==> src/rtl/core/lrc_pkg.sv <==
// Shared types, constants and the id masking function of the record cache.
package lrc_pkg;

    localparam int DEF_MAX_ENTRIES = 16;
    localparam int MAX_ID_BYTES    = 32;
    localparam int ID_WORDS        = 4;
    localparam int WORD_W          = 64;
    localparam int ID_BYTES        = ID_WORDS * WORD_W / 8;
    localparam int ID_BITS         = ID_WORDS * WORD_W;
    localparam int FILE_W          = 10;
    localparam int UPD_W           = 32;
    localparam int LEN_W           = 6;
    localparam int HANDLE_W        = 32;
    localparam int CFG_W           = 5;
    localparam int APB_DATA_W      = 32;
    localparam int APB_ADDR_W      = 3;

    localparam logic REQ_LOOKUP = 1'b0;
    localparam logic REQ_INSERT = 1'b1;

    localparam logic REG_CACHE_ENTRIES = 1'b0;

    typedef struct packed {
        logic [FILE_W-1:0]  file;
        logic [UPD_W-1:0]   upd;
        logic [LEN_W-1:0]   len;
        logic [ID_BITS-1:0] id;
    } key_t;

    typedef struct packed {
        key_t                key;
        logic [HANDLE_W-1:0] handle;
    } record_t;

    typedef struct packed {
        logic                hit;
        logic [HANDLE_W-1:0] found_handle;
        logic                evicted_valid;
        logic [HANDLE_W-1:0] evicted_handle;
    } result_t;

    // Keeps the first nbytes bytes of the id and zeroes the rest.
    function automatic logic [ID_BITS-1:0] mask_id(input logic [ID_BITS-1:0] id,
                                                   input logic [LEN_W-1:0]   nbytes);
        logic [ID_BITS-1:0] m;
        m = '0;
        for (int b = 0; b < ID_BYTES; b++)
        begin
            if (LEN_W'(b) < nbytes)
            begin
                m[8*b +: 8] = id[8*b +: 8];
            end
        end
        return m;
    endfunction

endpackage

==> src/rtl/core/lrc_key_cmp.sv <==
// Key compare unit shared by every step of the lookup scan.
module lrc_key_cmp
    import lrc_pkg::*;
(
    input  logic entry_valid,
    input  key_t entry_key,
    input  key_t req_key,
    output logic match
);

    assign match = entry_valid && (entry_key == req_key);

endmodule

==> src/rtl/core/lrc_ctrl.sv <==
// Request sequencer with recency store, valid bits and scan and rank passes.
module lrc_ctrl
    import lrc_pkg::*;
#(
    parameter int MAX_ENTRIES = DEF_MAX_ENTRIES,
    parameter int IDX_W       = (MAX_ENTRIES > 1) ? $clog2(MAX_ENTRIES) : 1,
    parameter int CNT_W       = $clog2(MAX_ENTRIES + 1)
)
(
    input  logic                clk,
    input  logic                rst_n,
    input  logic                clear,
    input  logic [CFG_W-1:0]    cache_entries,
    input  logic                req_valid,
    output logic                req_stall,
    input  logic                req_type,
    input  key_t                req_key,
    input  logic [HANDLE_W-1:0] req_handle,
    input  logic                out_free,
    output logic                res_valid,
    output result_t             res,
    output logic                ram_we,
    output logic [IDX_W-1:0]    ram_waddr,
    output record_t             ram_wdata,
    output logic [IDX_W-1:0]    ram_raddr,
    input  record_t             ram_rdata
);

    typedef enum logic [2:0] {
        ST_IDLE,
        ST_SCAN,
        ST_RANK,
        ST_WRITE,
        ST_DONE
    } state_t;

    state_t               state_reg, state_next;
    logic                 op_reg, op_next;
    key_t                 key_reg, key_next;
    logic [HANDLE_W-1:0]  handle_reg, handle_next;
    logic [CNT_W-1:0]     n_reg, n_next;
    logic [CNT_W-1:0]     cnt_reg, cnt_next;
    logic [IDX_W-1:0]     d_idx_reg, d_idx_next;
    logic                 found_reg, found_next;
    logic [IDX_W-1:0]     best_rank_reg, best_rank_next;
    logic [HANDLE_W-1:0]  best_handle_reg, best_handle_next;
    logic                 seen_reg, seen_next;
    logic [IDX_W-1:0]     vic_idx_reg, vic_idx_next;
    logic                 vic_live_reg, vic_live_next;
    logic [HANDLE_W-1:0]  vic_handle_reg, vic_handle_next;
    logic                 evict_reg, evict_next;
    logic [MAX_ENTRIES-1:0] valid_reg, valid_next;
    logic [MAX_ENTRIES-1:0] rank_ok_reg, rank_ok_next;

    logic [IDX_W-1:0]     rank_mem [MAX_ENTRIES];
    logic [IDX_W-1:0]     rank_rd_reg;
    logic                 rank_we;
    logic [IDX_W-1:0]     rank_wdata;
    logic [IDX_W-1:0]     rank_cur;
    logic [IDX_W-1:0]     raddr;
    logic [CNT_W-1:0]     n_act;
    logic                 key_match;

    assign n_act = (9'(cache_entries) > 9'(MAX_ENTRIES)) ? CNT_W'(MAX_ENTRIES)
                                                         : CNT_W'(cache_entries);
    assign raddr     = (cnt_reg < n_reg) ? cnt_reg[IDX_W-1:0] : '0;
    assign rank_cur  = rank_ok_reg[d_idx_reg] ? rank_rd_reg : d_idx_reg;
    assign ram_raddr = raddr;
    assign ram_waddr = vic_idx_reg;
    assign ram_wdata = '{key: key_reg, handle: handle_reg};
    assign req_stall = (state_reg != ST_IDLE);

    lrc_key_cmp u_cmp (
        .entry_valid (valid_reg[d_idx_reg]),
        .entry_key   (ram_rdata.key),
        .req_key     (key_reg),
        .match       (key_match)
    );

    always_comb
    begin
        state_next       = state_reg;
        op_next          = op_reg;
        key_next         = key_reg;
        handle_next      = handle_reg;
        n_next           = n_reg;
        cnt_next         = cnt_reg;
        d_idx_next       = d_idx_reg;
        found_next       = found_reg;
        best_rank_next   = best_rank_reg;
        best_handle_next = best_handle_reg;
        seen_next        = seen_reg;
        vic_idx_next     = vic_idx_reg;
        vic_live_next    = vic_live_reg;
        vic_handle_next  = vic_handle_reg;
        evict_next       = evict_reg;
        valid_next       = valid_reg;
        rank_ok_next     = rank_ok_reg;
        rank_we          = 1'b0;
        rank_wdata       = '0;
        ram_we           = 1'b0;
        res_valid        = 1'b0;
        case (state_reg)
            ST_IDLE:
            begin
                if (req_valid)
                begin
                    op_next     = req_type;
                    key_next    = req_key;
                    handle_next = req_handle;
                    n_next      = n_act;
                    cnt_next    = '0;
                    found_next  = 1'b0;
                    seen_next   = 1'b0;
                    evict_next  = 1'b0;
                    if (n_act == '0)
                    begin
                        state_next = ST_DONE;
                    end
                    else if (req_type == REQ_LOOKUP)
                    begin
                        state_next = ST_SCAN;
                    end
                    else
                    begin
                        best_rank_next = IDX_W'(n_act - 1'b1);
                        state_next     = ST_RANK;
                    end
                end
            end
            ST_SCAN:
            begin
                cnt_next   = CNT_W'(cnt_reg + 1'b1);
                d_idx_next = raddr;
                if ((cnt_reg != '0) && key_match && (!found_reg || (rank_cur < best_rank_reg)))
                begin
                    found_next       = 1'b1;
                    best_rank_next   = rank_cur;
                    best_handle_next = ram_rdata.handle;
                end
                if (cnt_reg == n_reg)
                begin
                    cnt_next   = '0;
                    state_next = found_next ? ST_RANK : ST_DONE;
                end
            end
            ST_RANK:
            begin
                cnt_next   = CNT_W'(cnt_reg + 1'b1);
                d_idx_next = raddr;
                if (cnt_reg != '0)
                begin
                    rank_we = 1'b1;
                    if (rank_cur == best_rank_reg)
                    begin
                        rank_wdata      = '0;
                        seen_next       = 1'b1;
                        vic_idx_next    = d_idx_reg;
                        vic_live_next   = valid_reg[d_idx_reg];
                        vic_handle_next = ram_rdata.handle;
                    end
                    else if (rank_cur < best_rank_reg)
                    begin
                        rank_wdata = IDX_W'(rank_cur + 1'b1);
                    end
                    else
                    begin
                        rank_wdata = rank_cur;
                    end
                    rank_ok_next[d_idx_reg] = 1'b1;
                end
                if (cnt_reg == n_reg)
                begin
                    cnt_next   = '0;
                    state_next = (op_reg == REQ_INSERT) ? ST_WRITE : ST_DONE;
                end
            end
            ST_WRITE:
            begin
                ram_we                  = 1'b1;
                valid_next[vic_idx_reg] = 1'b1;
                evict_next              = vic_live_reg && (vic_handle_reg != '0);
                state_next              = ST_DONE;
            end
            ST_DONE:
            begin
                res_valid = out_free;
                if (out_free)
                begin
                    state_next = ST_IDLE;
                end
            end
            default:
            begin
                state_next = ST_IDLE;
            end
        endcase
        if (clear)
        begin
            valid_next   = '0;
            rank_ok_next = '0;
        end
    end

    always_comb
    begin
        res.hit            = (op_reg == REQ_LOOKUP) && found_reg;
        res.found_handle   = res.hit ? best_handle_reg : '0;
        res.evicted_valid  = (op_reg == REQ_INSERT) && evict_reg;
        res.evicted_handle = res.evicted_valid ? vic_handle_reg : '0;
    end

    always_ff @(posedge clk or negedge rst_n)
    begin
        if (!rst_n)
        begin
            state_reg   <= ST_IDLE;
            valid_reg   <= '0;
            rank_ok_reg <= '0;
            cnt_reg     <= '0;
            n_reg       <= '0;
            found_reg   <= 1'b0;
            seen_reg    <= 1'b0;
            evict_reg   <= 1'b0;
            op_reg      <= REQ_LOOKUP;
        end
        else
        begin
            state_reg   <= state_next;
            valid_reg   <= valid_next;
            rank_ok_reg <= rank_ok_next;
            cnt_reg     <= cnt_next;
            n_reg       <= n_next;
            found_reg   <= found_next;
            seen_reg    <= seen_next;
            evict_reg   <= evict_next;
            op_reg      <= op_next;
        end
    end

    always_ff @(posedge clk)
    begin
        key_reg         <= key_next;
        handle_reg      <= handle_next;
        d_idx_reg       <= d_idx_next;
        best_rank_reg   <= best_rank_next;
        best_handle_reg <= best_handle_next;
        vic_idx_reg     <= vic_idx_next;
        vic_live_reg    <= vic_live_next;
        vic_handle_reg  <= vic_handle_next;
    end

    always_ff @(posedge clk)
    begin
        if (rank_we)
        begin
            rank_mem[d_idx_reg] <= rank_wdata;
        end
        rank_rd_reg <= rank_mem[raddr];
    end

    a_clear_empties: assert property (@(posedge clk) disable iff (!rst_n)
        clear |=> (valid_reg == '0) && (rank_ok_reg == '0))
        else $error("entries survived a size register write");

    a_valid_bound: assert property (@(posedge clk) disable iff (!rst_n)
        $countones(valid_reg) <= int'(n_act))
        else $error("more valid entries than the cache size allows");

    a_one_victim: assert property (@(posedge clk) disable iff (!rst_n)
        (state_reg == ST_RANK) && (cnt_reg == n_reg) |->
            (seen_reg || (rank_cur == best_rank_reg)))
        else $error("rank pass found no entry holding the target rank");

    a_rank_range: assert property (@(posedge clk) disable iff (!rst_n)
        rank_we |-> (CNT_W'(rank_wdata) < n_reg))
        else $error("rank written outside the active range");

    a_disabled_done: assert property (@(posedge clk) disable iff (!rst_n)
        (state_reg == ST_IDLE) && req_valid && (n_act == '0) |=> (state_reg == ST_DONE))
        else $error("request with the cache disabled did not finish at once");

endmodule

==> config.mk <==
export PLATFORM = sky130hd
export DESIGN_NAME = lrc_ctrl
export DESIGN_NICKNAME = d
export VERILOG_FILES = /design/src/rtl/core/lrc_pkg.sv /design/src/rtl/core/lrc_key_cmp.sv /design/src/rtl/core/lrc_ctrl.sv
export SDC_FILE = /design/constraint.sdc
export NUM_CORES = 1
export LEC_CHECK = 0
export BUFFER_PORTS_ARGS = -buffer_cell sky130_fd_sc_hd__buf_2
export CORE_AREA = 4 4 424 426
export DETAILED_ROUTE_END_ITERATION = 6
export DIE_AREA = 0 0 428 430
export HOLD_SLACK_MARGIN = 0.02
export SLEW_MARGIN = 10
export SYNTH_ARGS = -nofsm -noshare
export SYNTH_HDL_FRONTEND = slang
export SYNTH_SLANG_ARGS = --single-unit
==> constraint.sdc <==
create_clock -name clk -period 9.1 [get_ports clk]
set_clock_uncertainty 0.2 [all_clocks]
set_input_delay 1.365 -clock clk [delete_from_list [all_inputs] [get_ports clk]]
set_output_delay 1.365 -clock clk [all_outputs]
set_load 0.01 [all_outputs]
==> reports/metrics.csv, run 1 <==
metric,value,unit
Adder-Cell Fraction of Synth Area,0.00748,
fin nets,3247,
grt total ovfl,0,
footprint of the multi-input gates,5980,um2
CTS Buf Count,71,
Sequential Power Share,0.439,
clk sinks,529,
first-pass detailed-route iteration total,6,
CTS tree,yes,
post-synthesis compound-gate area fraction,0.0285,
Pleak,12.9,nW
Total GRT Usage,0.150,
mux contribution to synthesized area,0.0240,
CP Data Required Time,9.16,ns
Starting Density,0.124,
reg2reg setup slack,3.85,ns
Final Hold Fails,0,
max_cap viols,0,
Synth Warn #,0,
core area,176000,um2
# rows,154,
ys flop type,edfxtp_1,
final setup violation count,0,
HP Start,valid_reg[1]$_DFFE_PN0P_,
unrepaired setup endpoints after global routing,no,
final worst path period share,0.577,
I/O Pins,1096,
Hold EP,valid_reg[1]$_DFFE_PN0P_,
fmax,190,MHz
Simple-Gate Fraction of Synth Area,0.0885,
post_cts resized,0,
vias in the first global route,17800,
min Tclk post-route,5.25,ns
Routed WL,144000,um
Post-Syn Instances,1401,
hold_ws,0.291,ns
xor and xnor area share after synthesis,0.123,
critical path type,reg -> reg,
Yosys cell types,48,
worst-path maximum fanout,16,
# port buffers,1095,
Startpoint Class,flop,
register area share after synthesis,0.717,
Reg area,15600,um2
clock tree buffer depth,3,
register bit total from synthesis,529,
largest family of logic cells by synthesized area,XOR/XNOR gates,
ys async rst share,0.0907,
share of cells above drive strength 1,0.481,
initial antenna violation count,175,
via count,17900,
"leading cell type in the layout, fill and taps excluded",buf_2,
cell mode on critical path,mux4_2,
Clk pwr share,0.331,
DRC errors left,0,
CP Capture Type,flop,
Sw Pwr,3.04,mW
max reg flops,304,
Mean Syn Cell Area,15.5,um2
drt wl/cell,28.9,um
# Post-CTS Setup Buffers,0,
die height,430,um
largest net degree at the start of global routing,154,
GPL Wtd Cong,0.989,
switch share,0.345,
die area,184000,um2
Post-synth EDFFs,477,
worst flop-to-flop path startpoint,d_idx_reg[0]$_DFFE_PP_,
Logic pwr share,0.230,
R2R cell count,11,
Iter 0 DRT Violations,1410,
Worst path max stage delay,0.90,ns
internal power,5.76,mW
htree depth,3,
reg-to-reg endpoint,rank_mem[14][3]$_DFFE_PP_,
post-synthesis cell area,21700,um2
CP arrival,5.31,ns
P&R area growth vs syn,50.4,%
critical-path cell list,mux4_2 > mux4_2 > mux2_2 > ha_1 > nor2b_1 > o21ai_1 > nand2b_1 > a21oi_1 > nand2_1 > xnor2_1 > nor2_1,
worst vdd ir,0.173,mV
clk root buf,clkbuf_16,
Slew @ Worst Pin,1.33,ns
Pins Over Slew Limit,0,
clk_lat worst skew,0.66,ns
net count after synthesis,2097,
Sum Neg Setup Slack,0,ns
HPWL after DPL,125000,um
Pwr Density,269,nW/um2
DR vias/cell,3.59,
first-pass GRT wire length,181000,um
clk slew on worst S/H paths,0.05,ns
Hold Crit Class,reg -> reg,
Rel. slew slack,0.115,
hold_buf cts,0,
worst-path cell with the longest stage delay,nor2_1,
# fillers,19300,
hold path cells,2,
Die Wd,428,um
Routed Antenna Nets,0,
status,finished clean,
most frequent cells in the layout,"buf_2 (1095), edfxtp_1 (477), xnor2_1 (221)",
-- per-layer routing --
metal | GRT usage | share of wire
met1 | 0.166 | 0.36
met2 | 0.252 | 0.48
met3 | 0.0751 | 0.12
met4 | 0.0469 | 0.035
met5 | 0 | 0.0050
-- layout make-up --
type	instances	share of cell area
sequential	529	0.477
tap	2340	0.0895
timing repair buffer	1106	0.171
multi-input combinational	812	0.183
clock buffer	87	0.0581
antenna	40	0.00306
inverter	31	0.00379
clock inverter	39	0.0144
-- worst max-delay path, delay by kind of cell (launching register included) --
family / cells / cell delay (ns)
AOI/OAI and AO/OA: 2 / 0.54
xor gates and xnor gates: 1 / 0.14
adders and majority gates: 1 / 0.29
DFF: 1 / 0.87
muxes: 3 / 1.59
and+or+nand+nor: 4 / 1.23
-- Yosys cell counts (8+ instances only) --
master,n,area share
xnor2_1,224,0.090
edfxtp_1,477,0.66
nand2b_1,12,0.0035
mux2_2,9,0.0047
and2_1,35,0.010
nor3_1,20,0.0046
dfrtp_1,48,0.055
nand2_1,37,0.0064
xor2_1,82,0.033
nor2_1,84,0.014
a22oi_1,9,0.0031
ha_1,13,0.0075
nor4_1,42,0.012
clkbuf_1,27,0.0047
a221oi_1,8,0.0032
nand4_1,67,0.019
and3_1,38,0.011
inv_1,20,0.0035
inv_2,11,0.0019
mux2i_1,10,0.0046
mux2_1,8,0.0041
a21oi_1,25,0.0058
nand3_1,14,0.0032
o21ai_1,17,0.0039
mux4_2,9,0.0093
-- power groups by stage --
stage	Clock, mW	Sequential, mW	Combinational [mW]
after global placement	0	3.93	2.03
after detailed placement	0	3.92	2.05
after floorplan	0	3.73	0.905
final	2.91	3.86	2.02
after CTS	3.03	3.88	2.06
after global routing	3.13	3.90	2.18
-- logic make-up (layout without fill, tap and decap cells) --
| family | Yosys count | after routing |
|---|---|---|
| flops | 529 | 529 |
| simple gates | 361 | 361 |
| xor+xnor | 306 | 306 |
| compound gates | 94 | 94 |
| buf+inv | 60 | 1263 |
| mux | 38 | 38 |
| fa+ha+maj | 13 | 13 |
| other cells | 0 | 40 |
-- how the worst max path moves through the flow --
stage	start	endpoint	slack, ns	cells past startpoint
floorplan	req_valid	best_rank_reg[0]$_DFFE_PP_	2.62	4
global placement	ram_rdata[74]	best_handle_reg[14]$_DFFE_PP_	2.35	9
finish	d_idx_reg[0]$_DFFE_PP_	rank_mem[14][3]$_DFFE_PP_	3.85	11
CTS	d_idx_reg[0]$_DFFE_PP_	rank_mem[9][3]$_DFFE_PP_	3.79	11
detailed placement	ram_rdata[53]	best_handle_reg[14]$_DFFE_PP_	3.16	9
global route	d_idx_reg[0]$_DFFE_PP_	rank_mem[9][3]$_DFFE_PP_	3.54	11
-- per-stage QoR --
step                 util  setup WS (ns)  std cells  power (mW)  cell area (um2)
floorplan               -           2.62       1401        4.63            21700
global route        0.186           3.54       4962        9.21            32700
CTS                 0.186           3.79       4944        8.98            32600
detailed placement  0.172           3.16       4818        5.97            30200
global placement    0.172           2.35       4815        5.96            30200
finish              0.186           3.85       4984        8.79            32700
Power figures use the tool's default switching activity.
==> inputs of run 2 (changes only) <==
==> constraint.sdc (replaced) <==
create_clock -name clk -period 4.75 [get_ports clk]
set_clock_uncertainty 0.2 [all_clocks]
set_input_delay 0.7125 -clock clk [delete_from_list [all_inputs] [get_ports clk]]
set_output_delay 0.7125 -clock clk [all_outputs]
set_load 0.01 [all_outputs]
==> run 2 against run 1 <==
Flip-flop and latch count unchanged. Global-route usage down 0.11 points. Hold slack worse by 0.19 ns. Critical path depth up 1. First-iteration DRC count down 1.4%. Register-to-register slack worse by 3.4 ns. Via count up 6.8%. Power up 91%. Combinational power up 110%. Non-clock buffer count up 368. Largest cell class unchanged.
==> reports/metrics.csv, run 2 (synthesis results as in run 1) <==
metric,value,unit
final setup violation count,0,
largest net degree at the start of global routing,86,
htree depth,3,
reg-to-reg endpoint,best_rank_reg[0]$_DFFE_PP_,
CP arrival,4.49,ns
vias in the first global route,19700,
switch share,0.350,
Sum Neg Setup Slack,0,ns
worst flop-to-flop path startpoint,d_idx_reg[0]$_DFFE_PP_,
share of cells above drive strength 1,0.425,
clk root buf,clkbuf_16,
worst vdd ir,0.278,mV
Pleak,14.4,nW
Sequential Power Share,0.438,
Final Hold Fails,0,
Starting Density,0.124,
initial antenna violation count,130,
# rows,154,
HPWL after DPL,122000,um
die area,184000,um2
Total GRT Usage,0.149,
unrepaired setup endpoints after global routing,no,
clk slew on worst S/H paths,0.06,ns
worst setup path startpoint,d_idx_reg[0]$_DFFE_PP_,
Pins Over Slew Limit,0,
fin nets,3614,
fmax,232,MHz
R2R cell count,12,
dpl cells,4837,
internal power,10.9,mW
DR vias/cell,3.57,
Slew @ Worst Pin,1.11,ns
final worst path period share,0.909,
core area,176000,um2
hold_buf cts,349,
Die Wd,428,um
hold_ws,0.104,ns
reg2reg setup slack,0.43,ns
first-pass GRT wire length,184000,um
worst-path cell with the longest stage delay,edfxtp_1,
CTS tree,yes,
drt wl/cell,26.6,um
clk_lat worst skew,0.69,ns
I/O Pins,1096,
Rel. slew slack,0.262,
via count,19100,
die height,430,um
max_cap viols,0,
post_cts resized,0,
CP Capture Type,flop,
critical-path cell list,mux4_2 > mux4_2 > mux2_2 > ha_1 > nor2b_1 > o21ai_1 > nand2b_1 > a21oi_1 > nand2b_1 > nand4_1 > a22oi_1 > buf_4,
Iter 0 DRT Violations,1390,
Worst path max stage delay,0.80,ns
Sw Pwr,5.87,mW
most frequent cells in the layout,"buf_2 (1094), edfxtp_1 (477), dlygate4sd3_1 (349)",
Logic pwr share,0.250,
Routed WL,142000,um
Hold Crit Class,in -> reg,
GPL Wtd Cong,0.998,
critical path endpoint,best_rank_reg[0]$_DFFE_PP_,
grt total ovfl,0,
min Tclk post-route,4.32,ns
DP Worst Slack,-0.195,ns
Post-Layout Cell Count,5352,
final core occ,0.206,
Pwr Density,464,nW/um2
clock tree buffer depth,3,
# Post-CTS Setup Buffers,0,
CTS Buf Count,70,
status,finished clean,
# fillers,19000,
P&R area growth vs syn,66.4,%
Clk pwr share,0.313,
post-route setup slack,0.433,ns
clk sinks,529,
worst-path maximum fanout,15,
Routed Antenna Nets,0,
CP Data Required Time,4.93,ns
"leading cell type in the layout, fill and taps excluded",buf_2,
DRC errors left,0,
# port buffers,1095,
Startpoint Class,flop,
first-pass detailed-route iteration total,7,
critical path type,reg -> reg,
max reg flops,304,
[run 2: changes by cell type in the layout (fill, tap and decap cells not counted), moves of 3 or more]
cell / change
buf_4: +19
dlygate4sd3_1: +349
xnor2_1: +3
buf_12: +3
clkinv_1: +5
clkinv_2: +5
xnor2_2: -3
bufinv_16: -5
clkbuf_1: -3
[run 2: power groups by stage]
| stage | Combinational [mW] | Clock, mW | Sequential, mW |
|---|---|---|---|
| after floorplan | 1.73 | 0 | 7.08 |
| after global placement | 3.92 | 0 | 7.46 |
| after detailed placement | 3.94 | 0 | 7.44 |
| after CTS | 4.26 | 5.48 | 7.37 |
| after global routing | 4.50 | 5.64 | 7.41 |
| final | 4.19 | 5.25 | 7.35 |
[run 2: area by class of cell]
class / count / area (um2) / area share
inverters: 31 / 133 / 0.00366
diodes: 40 / 100 / 0.00277
clock inverters: 43 / 359 / 0.00992
repair buffers: 1474 / 9260 / 0.256
multi-input cells: 812 / 5940 / 0.164
clock buffers: 83 / 1860 / 0.0515
well taps: 2340 / 2930 / 0.0809
flip-flops and latches: 529 / 15600 / 0.431
[run 2: worst min path at each step]
stage | startpoint | end | slack [ns] | depth (start not counted)
2_1_floorplan | rst_n | cnt_reg[0]$_DFFE_PN0P_ | 0.22 | 0
3_3_place_gp | rank_ok_reg[5]$_DFFE_PN0P_ | rank_ok_reg[5]$_DFFE_PN0P_ | 0.27 | 2
3_5_place_dp | n_reg[1]$_DFFE_PN0P_ | n_reg[1]$_DFFE_PN0P_ | 0.28 | 2
4_1_cts | cache_entries[4] | n_reg[4]$_DFFE_PN0P_ | 0.02 | 3
5_1_grt | req_key[99] | ram_wdata[131]$_DFFE_PP_ | 0.03 | 1
6_report | req_key[99] | ram_wdata[131]$_DFFE_PP_ | 0.10 | 1
[run 2: per-layer routing]
metal | part of all wire | wire, um | global-route usage
met1 | 0.39 | 55100 | 0.175
met2 | 0.48 | 68200 | 0.248
met3 | 0.093 | 13300 | 0.0580
met4 | 0.037 | 5260 | 0.0512
met5 | 0.0032 | 450 | 0
[run 2: per-stage QoR]
| step | power [mW] | area (um2) |
|---|---|---|
| after floorplan | 8.81 | 21800 |
| after global placement | 11.4 | 30400 |
| after detailed placement | 11.4 | 30400 |
| after CTS | 17.1 | 36100 |
| after global routing | 17.6 | 36100 |
| final | 16.8 | 36200 |
[run 2: worst max-delay path: cells and delay by family, from the launching register on]
kind | cells | cell delay [ns]
AOI/OAI and AO/OA | 3 | 0.54
adders and majority gates | 1 | 0.29
muxes | 3 | 1.56
DFF | 1 | 0.80
and+or+nand+nor | 4 | 0.46
buffers and inverters | 1 | 0.18
